===== src/sv/b64_pkg.sv =====
// Shared types, constants and character mapping functions for the Base64 codec.
// No dependencies.
package b64_pkg;

  localparam logic [7:0] PAD_CHAR = 8'h3D;
  localparam int unsigned QDEPTH = 2;

  localparam logic [1:0] PH_0 = 2'd0;
  localparam logic [1:0] PH_1 = 2'd1;
  localparam logic [1:0] PH_2 = 2'd2;
  localparam logic [1:0] PH_3 = 2'd3;

  localparam logic DIR_ENCODE = 1'b0;
  localparam logic DIR_DECODE = 1'b1;

  // One accepted request's worth of results: cnt is result count minus one
  typedef struct packed {
    logic [1:0]      cnt;
    logic [3:0][7:0] data;
    logic            no_data;
    logic            last;
  } job_t;

  typedef struct packed {
    logic we;
    logic dir;
  } cfg_wr_t;

  function automatic logic [5:0] sextet_of(input logic [7:0] c);
    logic [7:0] d;
    d = 8'd63;
    if (c >= 8'h41 && c <= 8'h5A) d = c - 8'h41;
    else if (c >= 8'h61 && c <= 8'h7A) d = c - 8'h61 + 8'd26;
    else if (c >= 8'h30 && c <= 8'h39) d = c - 8'h30 + 8'd52;
    else if (c == 8'h2B) d = 8'd62;
    return d[5:0];
  endfunction

  function automatic logic [7:0] char_of(input logic [5:0] v);
    logic [7:0] w;
    logic [7:0] r;
    w = {2'b00, v};
    if (w < 8'd26) r = w + 8'h41;
    else if (w < 8'd52) r = w - 8'd26 + 8'h61;
    else if (w < 8'd62) r = w - 8'd52 + 8'h30;
    else if (w == 8'd62) r = 8'h2B;
    else r = 8'h2F;
    return r;
  endfunction

endpackage


===== src/sv/b64_front.sv =====
// Front end: takes requests, holds group state and direction, and builds at most one
// job of up to four results per request. Depends on b64_pkg.
module b64_front (
  input  logic            clk,
  input  logic            rst,
  input  b64_pkg::cfg_wr_t cfg,
  output logic            direction,
  input  logic            in_valid,
  output logic            in_ready,
  input  logic [7:0]      data_in,
  input  logic            last_in,
  output logic            job_valid,
  input  logic            job_ready,
  output b64_pkg::job_t   job
);
  import b64_pkg::*;

  logic [1:0] phase, phase_next;
  logic [5:0] carry, carry_next;
  logic       pad, pad_next;
  logic [5:0] v;
  logic       has;
  logic       accept;

  assign in_ready  = job_ready;
  assign accept    = in_valid && in_ready;
  assign job_valid = in_valid && has;

  always_comb begin
    v          = sextet_of(data_in);
    job.cnt    = 2'd0;
    job.data   = '0;
    job.no_data = 1'b0;
    job.last   = last_in;
    has        = 1'b0;
    phase_next = phase;
    carry_next = carry;
    pad_next   = pad;
    if (direction == DIR_ENCODE) begin
      has = 1'b1;
      unique case (phase)
        PH_1: begin
          job.data[0] = char_of(carry | {2'b00, data_in[7:4]});
          carry_next  = {data_in[3:0], 2'b00};
          phase_next  = PH_2;
          if (last_in) begin
            job.cnt     = 2'd2;
            job.data[1] = char_of(carry_next);
            job.data[2] = PAD_CHAR;
          end
        end
        PH_2: begin
          job.cnt     = 2'd1;
          job.data[0] = char_of(carry | {4'b0000, data_in[7:6]});
          job.data[1] = char_of(data_in[5:0]);
          carry_next  = '0;
          phase_next  = PH_0;
        end
        default: begin
          job.data[0] = char_of(data_in[7:2]);
          carry_next  = {data_in[1:0], 4'b0000};
          phase_next  = PH_1;
          if (last_in) begin
            job.cnt     = 2'd3;
            job.data[1] = char_of(carry_next);
            job.data[2] = PAD_CHAR;
            job.data[3] = PAD_CHAR;
          end
        end
      endcase
    end else if (!pad) begin
      unique case (phase)
        PH_0: begin
          carry_next = v;
          phase_next = PH_1;
        end
        PH_1: begin
          has         = 1'b1;
          job.data[0] = {carry, v[5:4]};
          carry_next  = {2'b00, v[3:0]};
          phase_next  = PH_2;
        end
        PH_2: begin
          if (data_in == PAD_CHAR) begin
            pad_next = 1'b1;
          end else begin
            has         = 1'b1;
            job.data[0] = {carry[3:0], v[5:2]};
            carry_next  = {4'b0000, v[1:0]};
            phase_next  = PH_3;
          end
        end
        PH_3: begin
          if (data_in == PAD_CHAR) begin
            pad_next = 1'b1;
          end else begin
            has         = 1'b1;
            job.data[0] = {carry[1:0], v};
            carry_next  = '0;
            phase_next  = PH_0;
          end
        end
      endcase
    end
    if (last_in) begin
      if (!has) begin
        has         = 1'b1;
        job.no_data = 1'b1;
      end
      phase_next = PH_0;
      carry_next = '0;
      pad_next   = 1'b0;
    end
  end

  always_ff @(posedge clk) begin
    if (rst) begin
      direction <= DIR_ENCODE;
      phase     <= PH_0;
      carry     <= '0;
      pad       <= 1'b0;
    end else if (cfg.we) begin
      direction <= cfg.dir;
      phase     <= PH_0;
      carry     <= '0;
      pad       <= 1'b0;
    end else if (accept) begin
      phase <= phase_next;
      carry <= carry_next;
      pad   <= pad_next;
    end
  end

endmodule


===== src/sv/b64_queue.sv =====
// Short job queue between front and back ends.
// Depends on b64_pkg.
module b64_queue (
  input  logic          clk,
  input  logic          rst,
  input  logic          push_valid,
  output logic          push_ready,
  input  b64_pkg::job_t push_data,
  output logic          pop_valid,
  input  logic          pop_ready,
  output b64_pkg::job_t pop_data
);
  import b64_pkg::*;

  localparam int unsigned QW = $clog2(QDEPTH);

  job_t          mem [QDEPTH];
  logic [QW-1:0] wp, rp;
  logic [QW:0]   count;
  logic          push, pop;

  assign push_ready = count != QDEPTH[QW:0];
  assign pop_valid  = count != '0;
  assign push       = push_valid && push_ready;
  assign pop        = pop_valid && pop_ready;
  assign pop_data   = mem[rp];

  always_ff @(posedge clk) begin
    if (push) mem[wp] <= push_data;
  end

  always_ff @(posedge clk) begin
    if (rst) begin
      wp    <= '0;
      rp    <= '0;
      count <= '0;
    end else begin
      if (push) wp <= wp + 1'b1;
      if (pop) rp <= rp + 1'b1;
      unique case ({push, pop})
        2'b10:   count <= count + 1'b1;
        2'b01:   count <= count - 1'b1;
        default: count <= count;
      endcase
    end
  end

endmodule


===== src/sv/b64_back.sv =====
// Back end: holds the current job and sends its results one per cycle while out_ready is high.
// Depends on b64_pkg.
module b64_back (
  input  logic          clk,
  input  logic          rst,
  input  logic          pop_valid,
  output logic          pop_ready,
  input  b64_pkg::job_t pop_data,
  output logic          out_valid,
  input  logic          out_ready,
  output logic [7:0]    out_byte,
  output logic          no_data,
  output logic          out_last
);
  import b64_pkg::*;

  job_t       cur;
  logic       cur_valid;
  logic [1:0] idx;
  logic       take, done;

  assign out_valid = cur_valid;
  assign out_byte  = cur.data[idx];
  assign no_data   = cur.no_data;
  assign out_last  = cur.last && (idx == cur.cnt);
  assign take      = out_valid && out_ready;
  assign done      = take && (idx == cur.cnt);
  assign pop_ready = !cur_valid || done;

  always_ff @(posedge clk) begin
    if (pop_ready && pop_valid) cur <= pop_data;
  end

  always_ff @(posedge clk) begin
    if (rst) begin
      cur_valid <= 1'b0;
      idx       <= '0;
    end else if (pop_ready) begin
      cur_valid <= pop_valid;
      idx       <= '0;
    end else if (take) begin
      idx <= idx + 1'b1;
    end
  end

endmodule


===== src/sv/base64_stream_codec_unit.sv =====
// Top level of the streaming Base64 codec: APB register port, front end, queue, back end.
// Depends on b64_pkg, b64_front, b64_queue, b64_back.
//
// Streaming Base64 codec (standard alphabet, '=' padding). Register 0 (byte address 0)
// holds direction: 0 encodes bytes to characters, 1 decodes characters to bytes; writing it
// aborts any partial message. A request is taken whenever the job queue has room; its
// zero to four results then leave the back end at one per cycle while out_ready is high,
// so the sustained rate is set by the output side. A final byte that starts a group
// yields four results. A final request that yields no data gives one result with no_data
// set. out_last marks the last result of each message.
module base64_stream_codec_unit (
  input  logic        clk,
  input  logic        rst,
  input  logic        psel,
  input  logic        penable,
  input  logic        pwrite,
  input  logic [2:0]  paddr,
  input  logic [31:0] pwdata,
  output logic [31:0] prdata,
  output logic        pready,
  input  logic        in_valid,
  output logic        in_ready,
  input  logic [7:0]  data_in,
  input  logic        last_in,
  output logic        out_valid,
  input  logic        out_ready,
  output logic [7:0]  out_byte,
  output logic        no_data,
  output logic        out_last
);
  import b64_pkg::*;

  cfg_wr_t cfg;
  logic    direction;
  logic    job_valid, job_ready;
  job_t    job;
  logic    pop_valid, pop_ready;
  job_t    pop_data;

  assign pready  = 1'b1;
  assign cfg.we  = psel && penable && pwrite && pready && (paddr[2] == 1'b0);
  assign cfg.dir = pwdata[0];
  assign prdata  = (paddr[2] == 1'b0) ? {31'b0, direction} : '0;

  b64_front u_front (
    .clk       (clk),
    .rst       (rst),
    .cfg       (cfg),
    .direction (direction),
    .in_valid  (in_valid),
    .in_ready  (in_ready),
    .data_in   (data_in),
    .last_in   (last_in),
    .job_valid (job_valid),
    .job_ready (job_ready),
    .job       (job)
  );

  b64_queue u_queue (
    .clk        (clk),
    .rst        (rst),
    .push_valid (job_valid),
    .push_ready (job_ready),
    .push_data  (job),
    .pop_valid  (pop_valid),
    .pop_ready  (pop_ready),
    .pop_data   (pop_data)
  );

  b64_back u_back (
    .clk       (clk),
    .rst       (rst),
    .pop_valid (pop_valid),
    .pop_ready (pop_ready),
    .pop_data  (pop_data),
    .out_valid (out_valid),
    .out_ready (out_ready),
    .out_byte  (out_byte),
    .no_data   (no_data),
    .out_last  (out_last)
  );

endmodule


===== config.mk =====
export PLATFORM = sky130hd
export DESIGN_NAME = base64_stream_codec_unit
export DESIGN_NICKNAME = d
export VERILOG_FILES = /design/src/sv/b64_pkg.sv /design/src/sv/b64_front.sv /design/src/sv/b64_queue.sv /design/src/sv/b64_back.sv /design/src/sv/base64_stream_codec_unit.sv
export SDC_FILE = /design/constraint.sdc
export NUM_CORES = 1
export LEC_CHECK = 0
export ABC_AREA = 1
export BUFFER_PORTS_ARGS = -buffer_cell sky130_fd_sc_hd__buf_2
export CORE_MARGIN = 3
export CORE_UTILIZATION = 64
export DETAILED_ROUTE_END_ITERATION = 8
export GPL_TIMING_DRIVEN = 0
export MAX_ROUTING_LAYER = met4
export PLACE_DENSITY = 0.88
export SLEW_MARGIN = 10
export SYNTH_ARGS = -nofsm -noshare
export SYNTH_HDL_FRONTEND = slang
export SYNTH_SLANG_ARGS = --single-unit

===== constraint.sdc =====
create_clock -name clk -period 4.6 [get_ports clk]
set_input_delay 0.92 -clock clk [delete_from_list [all_inputs] [get_ports clk]]
set_output_delay 0.92 -clock clk [all_outputs]
set_load 0.01 [all_outputs]

# After elaboration in Yosys (flattened, before gate mapping)

Memories as Yosys holds them, arrays and structs flattened. A register that Yosys moved wholly into a read port is not among the register bits.
Index checks and enable logic that the tools add are counted.

Output and inout port bits: 45
Word-level logic and storage cells: 182
Memory bits (writable): 72
Bits in registers: 17
Input bits: 51
Memories kept: 1

Equality and inequality tests: 16
Reduce and logical (&&, ||, !) cells: 25
Bitwise operators: 3
Order comparisons: 22
Add/sub/neg operators: 38
Multiplexer cells: 68

Memory list:

| memory      | depth | bits a word | read ports | clocked after memory_dff | wr ports | RTL line        | source |
|---|---|---|---|---|---|---|---|
| u_queue.mem | 2     | 36          | 1          | 1                        | 1        | b64_queue.sv:17 | `job_t mem [QDEPTH];` |

Operators by type and width:

| cell                | number |
|---|---|
| $mux 8              | 21 |
| $lt 6x6->1 const B  | 9 |
| $mux 26             | 2 |
| $add 6x7->8 const B | 6 |
| $add 8x7->8 const B | 6 |
| $mux 6              | 8 |
| $sub 6x5->7 const B | 6 |
| $add 8x6->8 const B | 5 |
| $lt 6x5->1 const B  | 6 |
| $sub 6x6->7 const B | 5 |
| $pmux 16 s2         | 1 |
| $eq 6x6->1 const B  | 4 |
| $pmux 6 s4          | 1 |
| $pmux 8 s3          | 1 |
| $bmux 8 s2          | 1 |
| $eq 8x6->1 const B  | 2 |
| $ge 8x7->1 const B  | 2 |
| $le 8x7->1 const B  | 2 |
| $pmux 8 s2          | 1 |
| $mux 1              | 15 |
| $mux 14             | 1 |
| $logic_and 1x1->1   | 13 |
| $mux 2              | 6 |
| $mux 3              | 4 |
| other kinds (30)    | 44 |

# Logic depth before layout (Yosys ltp)

Depth after elaboration: 10
Depth in mapped cells: 18
Gate-level depth less buffers: 17

# Cells and area by module

A second synthesis with hierarchy kept.

Cell total of the unflattened synthesis: 1027
Area total of the unflattened synthesis: 8882.3 sq um

Modules (own cells, without submodules):

| module                   | cells an instance | area each (sq um) | seq. area each (sq um) | instances |
|---|---|---|---|---|
| b64_front                | 728               | 4103.9            | 200.2                  | 1 |
| b64_queue                | 150               | 2992.9            | 2262.2                 | 1 |
| b64_back                 | 109               | 1512.7            | 1141.1                 | 1 |
| base64_stream_codec_unit | 40                | 272.8             | 0.0                    | 1 |

# Worst setup path after synthesis

OpenSTA, ideal clock, no wires.

Kind: input-to-reg
Start: input data_in[1]
End: memory u_queue.mem[1][0] (netlist bit) (enable)
Data required time: 4.199 ns
Path slack: 1.521 ns
Arrival time: 2.677 ns
Buffers on the path: 0
Setup time: 0.401 ns
Stages on the path: 9
Cell sequence: inv_1 ha_1 inv_1 nor3_4 nand2_1 a31oi_1 nand2_1 nand2_2 nor2_1

Longest elaborated chain between the ends: 10

Ends and longest elaborated chain:

| item                         | RTL line                         | source |
|---|---|---|
| from (decl)                  | base64_stream_codec_unit.sv:23   | `input logic [7:0] data_in,` |
| $eq 8x6->1                   | b64_front.sv:84, b64_front.sv:94 |  |
| $mux 1                       | b64_front.sv:84, b64_front.sv:94 |  |
| $pmux 1 s2                   | b64_front.sv:72                  | `unique case (phase)` |
| $mux 1                       | b64_front.sv:71                  | `end else if (!pad) begin` |
| $mux 1                       | b64_front.sv:39                  | `if (direction == DIR_ENCODE) begin` |
| $mux 1                       | b64_front.sv:105                 | `if (last_in) begin` |
| $logic_and 1x1->1            | b64_front.sv:27                  | `assign job_valid = in_valid && has;` |
| $logic_and 1x1->1            | b64_queue.sv:24                  | `assign push = push_valid && push_ready;` |
| $mux 1                       | b64_queue.sv:29                  | `if (push) mem[wp] <= push_data;` |
| $mux 1 (implied by the code) | b64_queue.sv:29                  |  |
| to (decl)                    | b64_queue.sv:17                  |  |

Every way passes these cells.

==> results.md <==
Synthesis:
- Synthesis produced a netlist whose cell count is 947.
- The synthesized design contains 63 enable-type register cells.
- The per-instance average area after synthesis is approximately 7.2 µm².
- Yosys printed 0 warnings.
- The cell area that synthesis handed to floorplanning was 6785 µm².
- The count of distinct cell types in the synthesized netlist is 52.
- For this run, the register share of the synthesized area comes to 32.90%.
- In the synthesized netlist the dominant register cell turns out to be edfxtp_1.
- The largest total area in the synthesized netlist belongs to edfxtp_1.
- The number of synthesized register bits is 80.
- By area the synthesized netlist is led by edfxtp_1 (28%), nand2_1 (14%), ha_1 (9.4%).
- After synthesis, the share of flip-flops with an asynchronous set or reset is 0%.
- Summed over its instances, the top area cell type makes up 27.88% of the synthesized netlist area.

Worst hold path:
- Along the worst hold path, the cell count comes to 2.
- The sink of the worst hold path is u_back.idx[1].
- In this run the worst hold path is classified as reg2reg.
- The startpoint identified for the worst hold timing path is u_back.idx[1].

Clocking:
- After clock tree synthesis, the flow added hold-fix buffers numbering 0.
- The clock slew at the register clock pins of the worst setup and hold paths is 80 ps.
- The number of clock buffers added by TritonCTS is 9.
- The number of setup buffers added after CTS is 0.
- The buffer levels on the longest clock path is 2.
- The insertion delay to the later sink of the worst-skew pair is 350 ps.
- TritonCTS built the clock tree.
- The H-tree generated during clock tree synthesis spans 3 levels.
- Post-CTS repair changed the size of 0 cells.
- The clock tree root buffer cell is clkbuf_8.
- The number of clock sinks is 80.

Critical path:
- Of all nets on the critical path, the largest fanout is 10.
- The depth of the worst register-to-register path is 9.
- The endpoint identified for the worst register-to-register timing path is u_queue.mem[1][11].
- The critical path is of the in2reg type.
- The cell with the largest stage delay on the worst path is a21oi_1.
- The signal on the critical path passes through buf_2, buf_2, inv_1, ha_1, a21oi_1, nand2_1, nand3_1, nand2_1, o21ai_1, nand2_1, nand3_1, nand2_1, nand2_1, nand3_1.
- Counting both buffers and inverters, the worst setup path holds a total of 3.
- The cell family contributing the most delay on the critical path is simple AND/OR/NAND/NOR gates.
- In this run the register-to-register setup slack is 2020 ps.
- The most numerous cell type found on the critical path is nand2_1.
- The critical path's largest stage delay is 350 ps.
- STA classifies the critical path startpoint as an input port.
- Data on the critical path is required at its endpoint by between 4000 and 5000 ps.
- The type of element capturing the critical path is a flop.
- The startpoint identified for the worst register-to-register timing path is u_front.phase[1].
- The arrival time of the worst setup path is 3250 ps.

Detailed routing:
- The detail route stage leaves a number of antenna-violating nets equal to 0.
- The final routed wire length divided by cell count is 15.71 µm.
- The via count is 6582.
- The detailed router finished its first iteration with between 600 and 700 violations.
- The count of TritonRoute iterations in the first routing pass is 6.
- Using the TritonRoute via totals, the vias-per-cell ratio works out to 5.689.
- For this run, design rule violations remaining after detail routing come to 0.
- The final layout contains routed wiring with a total length of 18.17 mm.

Timing:
- For the finished layout, the period the worst path requires is 3202 ps.
- Setup violations remaining at the end of the flow were counted as 0.
- The final-report hold violation count was 0.
- The number of slew-limit violations in the final report is 0.
- Across all hold checks on the routed design, the worst slack comes to 517.4 ps.
- In this run the tightest slew margin relative to its limit is 53.81%.
- The summed negative setup slack over all endpoints is 0 ps.
- For the final database, setup skew stands at 11.87 ps.
- The maximum operating frequency is roughly 310 MHz.
- Setup repair after global routing left no endpoint under its margin.
- The slew of the pin with the lowest slew margin is 690.3 ps.
- The portion of the clock cycle consumed by the worst path in the final layout is around 70%.

Placement:
- The placed cell area is 7253 µm².
- The global placer's final weighted congestion is 0.9985.
- Port buffering added 28 buffers.
- Once placement completed, the tool counted placed cells totaling 1141.
- Detailed placement ended at an HPWL of 13.74 mm.

Job:
- The reported max-cap violation count is 0.

Final layout:
- After the last flow step, the layout net total stands at 1121.
- The area growth from synthesis to layout is 10.36%.
- The fraction of final layout cells sized beyond drive strength 1 is roughly an eighth.
- The number of standard cells in the layout, taps in and fillers out is between 1000 and 1500.
- The number of antenna diodes in the final layout is 0.
- The finished layout cell area is 7488 µm².
- The layout has 799 filler cells.

Status:
- The flow ran to the end, and the final reports show no timing, DRC or antenna violations.

Global route:
- The via count of the first global-routing pass is 5916.
- Entering global routing, the biggest net connects 21 pins.
- Global routing consumed, on the met3 layer, 4.440% of the routing resources.
- After global routing the overflow that remains totals 0.
- The fraction of met2 tracks used by global routing is between 50% and 60%.
- The routing layer with the top usage in global route is met2.
- The initial antenna violation count is 0.
- For this run, the total global-route usage over all layers was measured as between 30% and 40%.
- In the global route stage, met1 resource usage came out at 41.28%.
- The wire length of the first global-routing pass is approximately 30 mm.

Pwr:
- The worst vdd rail ir drop is 0.2928 mV.
- For this design the static power due to leakage is about 3.5 nW.
- The power density over the cells is 355.3 nW/µm².

Die:
- The floorplan row count is 36.
- The starting density of the core is between 60 and 70%.
- 96 I/O pins were placed.
- The vertical die dimension is 109.0 µm.
- The total core area is 10040 µm².
- From left edge to right edge, the die measures 109.0 µm.
- The die covers 11870 µm².
[cell type report]
type / instances / area, µm² / area share, %
Buffer: 55 / 362.8 / 4.845
Clock buffer: 11 / 131.4 / 1.754
Sequential cell: 80 / 2232 / 29.81
Multi-Input combinational cell: 737 / 3911 / 52.23
Tap cell: 133 / 166.4 / 2.222
Inverter: 105 / 399.1 / 5.330
Clock inverter: 5 / 103.9 / 1.387
Timing Repair Buffer: 31 / 181.4 / 2.423
[worst reg2reg max path, delay by kind of cell, from the launching register on]
family                     cells  cell delay (ps)
adders and majority gates      1              280
buffers and inverters          5              760
and+or+nand+nor                2              790
DFF                            1              420
AOI/OAI and AO/OA              1              140
[per-stage QoR]
| stage | worst slack (ps) | total power, mW | util [%] |
|---|---|---|---|
| floorplan | 1521 | 1.725 | - |
| global placement | 630.5 | 1.965 | 71.72 |
| detailed placement | 1107 | 2.026 | 72.21 |
| CTS | 1476 | 2.647 | 74.55 |
| global route | 1247 | 2.815 | 74.55 |
| finish | 1398 | 2.660 | 74.55 |
[power by group]
group / total [mW] / internal, mW / leakage, nW / switching [mW]
clock: 0.609 / 0.362 / 0.118 / 0.247
sequential: 1.12 / 1.03 / 0.736 / 0.0828
combinational: 0.934 / 0.302 / 2.62 / 0.632
[cell usage after synthesis, types with 3 or more instances]
master and instances:
nand2_1 261, inv_1 96, nor2_1 90, nand3_1 72, edfxtp_1 63, o21ai_0 56
a21oi_1 55, ha_1 51, buf_4 33, xor2_1 19, dfxtp_1 17, nand4_1 12
clkbuf_1 11, nor3_1 10, o211ai_1 9, buf_2 8, nand2_2 8, xnor2_1 7
a31oi_1 6, inv_2 5, nor2_4 5, or2_2 4, buf_6 3, nor2_2 3
o21ai_1 3, o221ai_1 3, o22ai_1 3
[worst max path at each step]
stage	start	endpoint	slack (ps)	depth (start not counted)
finish	data_in[2]	u_queue.mem[0][6]	1400	14
global route	data_in[2]	u_queue.mem[0][6]	1250	14
CTS	data_in[2]	u_queue.mem[0][6]	1480	14
detailed placement	data_in[2]	u_queue.mem[1][6]	1110	14
global placement	data_in[1]	u_queue.mem[1][8]	630	10
floorplan	data_in[1]	u_queue.mem[1][0]	1520	9
[state kept, by name, indices dropped and copies added, names as in the netlist, 2 cells and up]
register and cells:
u_front.phase 2, u_back.idx 2, u_back.cur 20, u_front.carry 6
u_queue.count 2, u_queue.mem 42
[placed cells by master (no fill, tap or decap), types with 3 or more instances in the layout]
cell type and n:
a21oi_1 55, a31oi_1 6, buf_2 36, buf_4 33
buf_6 4, bufinv_16 3, clkbuf_1 13, clkbuf_8 9
conb_1 32, dfxtp_1 17, edfxtp_1 63, ha_1 51
inv_1 96, inv_2 5, nand2_1 261, nand2_2 8
nand3_1 72, nand4_1 12, nor2_1 87, nor2_2 6
nor2_4 5, nor3_1 10, o211ai_1 9, o21ai_0 56
o21ai_1 3, o221ai_1 3, o22ai_1 3, or2_2 4
xnor2_1 7, xor2_1 19
[kinds of logic after synthesis]
| group | Yosys count | share of synthesized area [%] |
|---|---|---|
| compound gates | 154 | 13.02 |
| xor+xnor | 26 | 3.356 |
| fa+ha+maj | 51 | 9.404 |
| buf+inv | 160 | 11.23 |
| flops | 80 | 32.90 |
| other cells | 2 | 0.1107 |
| simple gates | 474 | 29.98 |
[layer usage]
layer,vias to the layer above,routed length [µm]
met5,-,0
met4,0,459
met3,40,1396
met2,335,8819
met1,2984,7497
li1,3223,-
(Power assumes the default switching activity.)
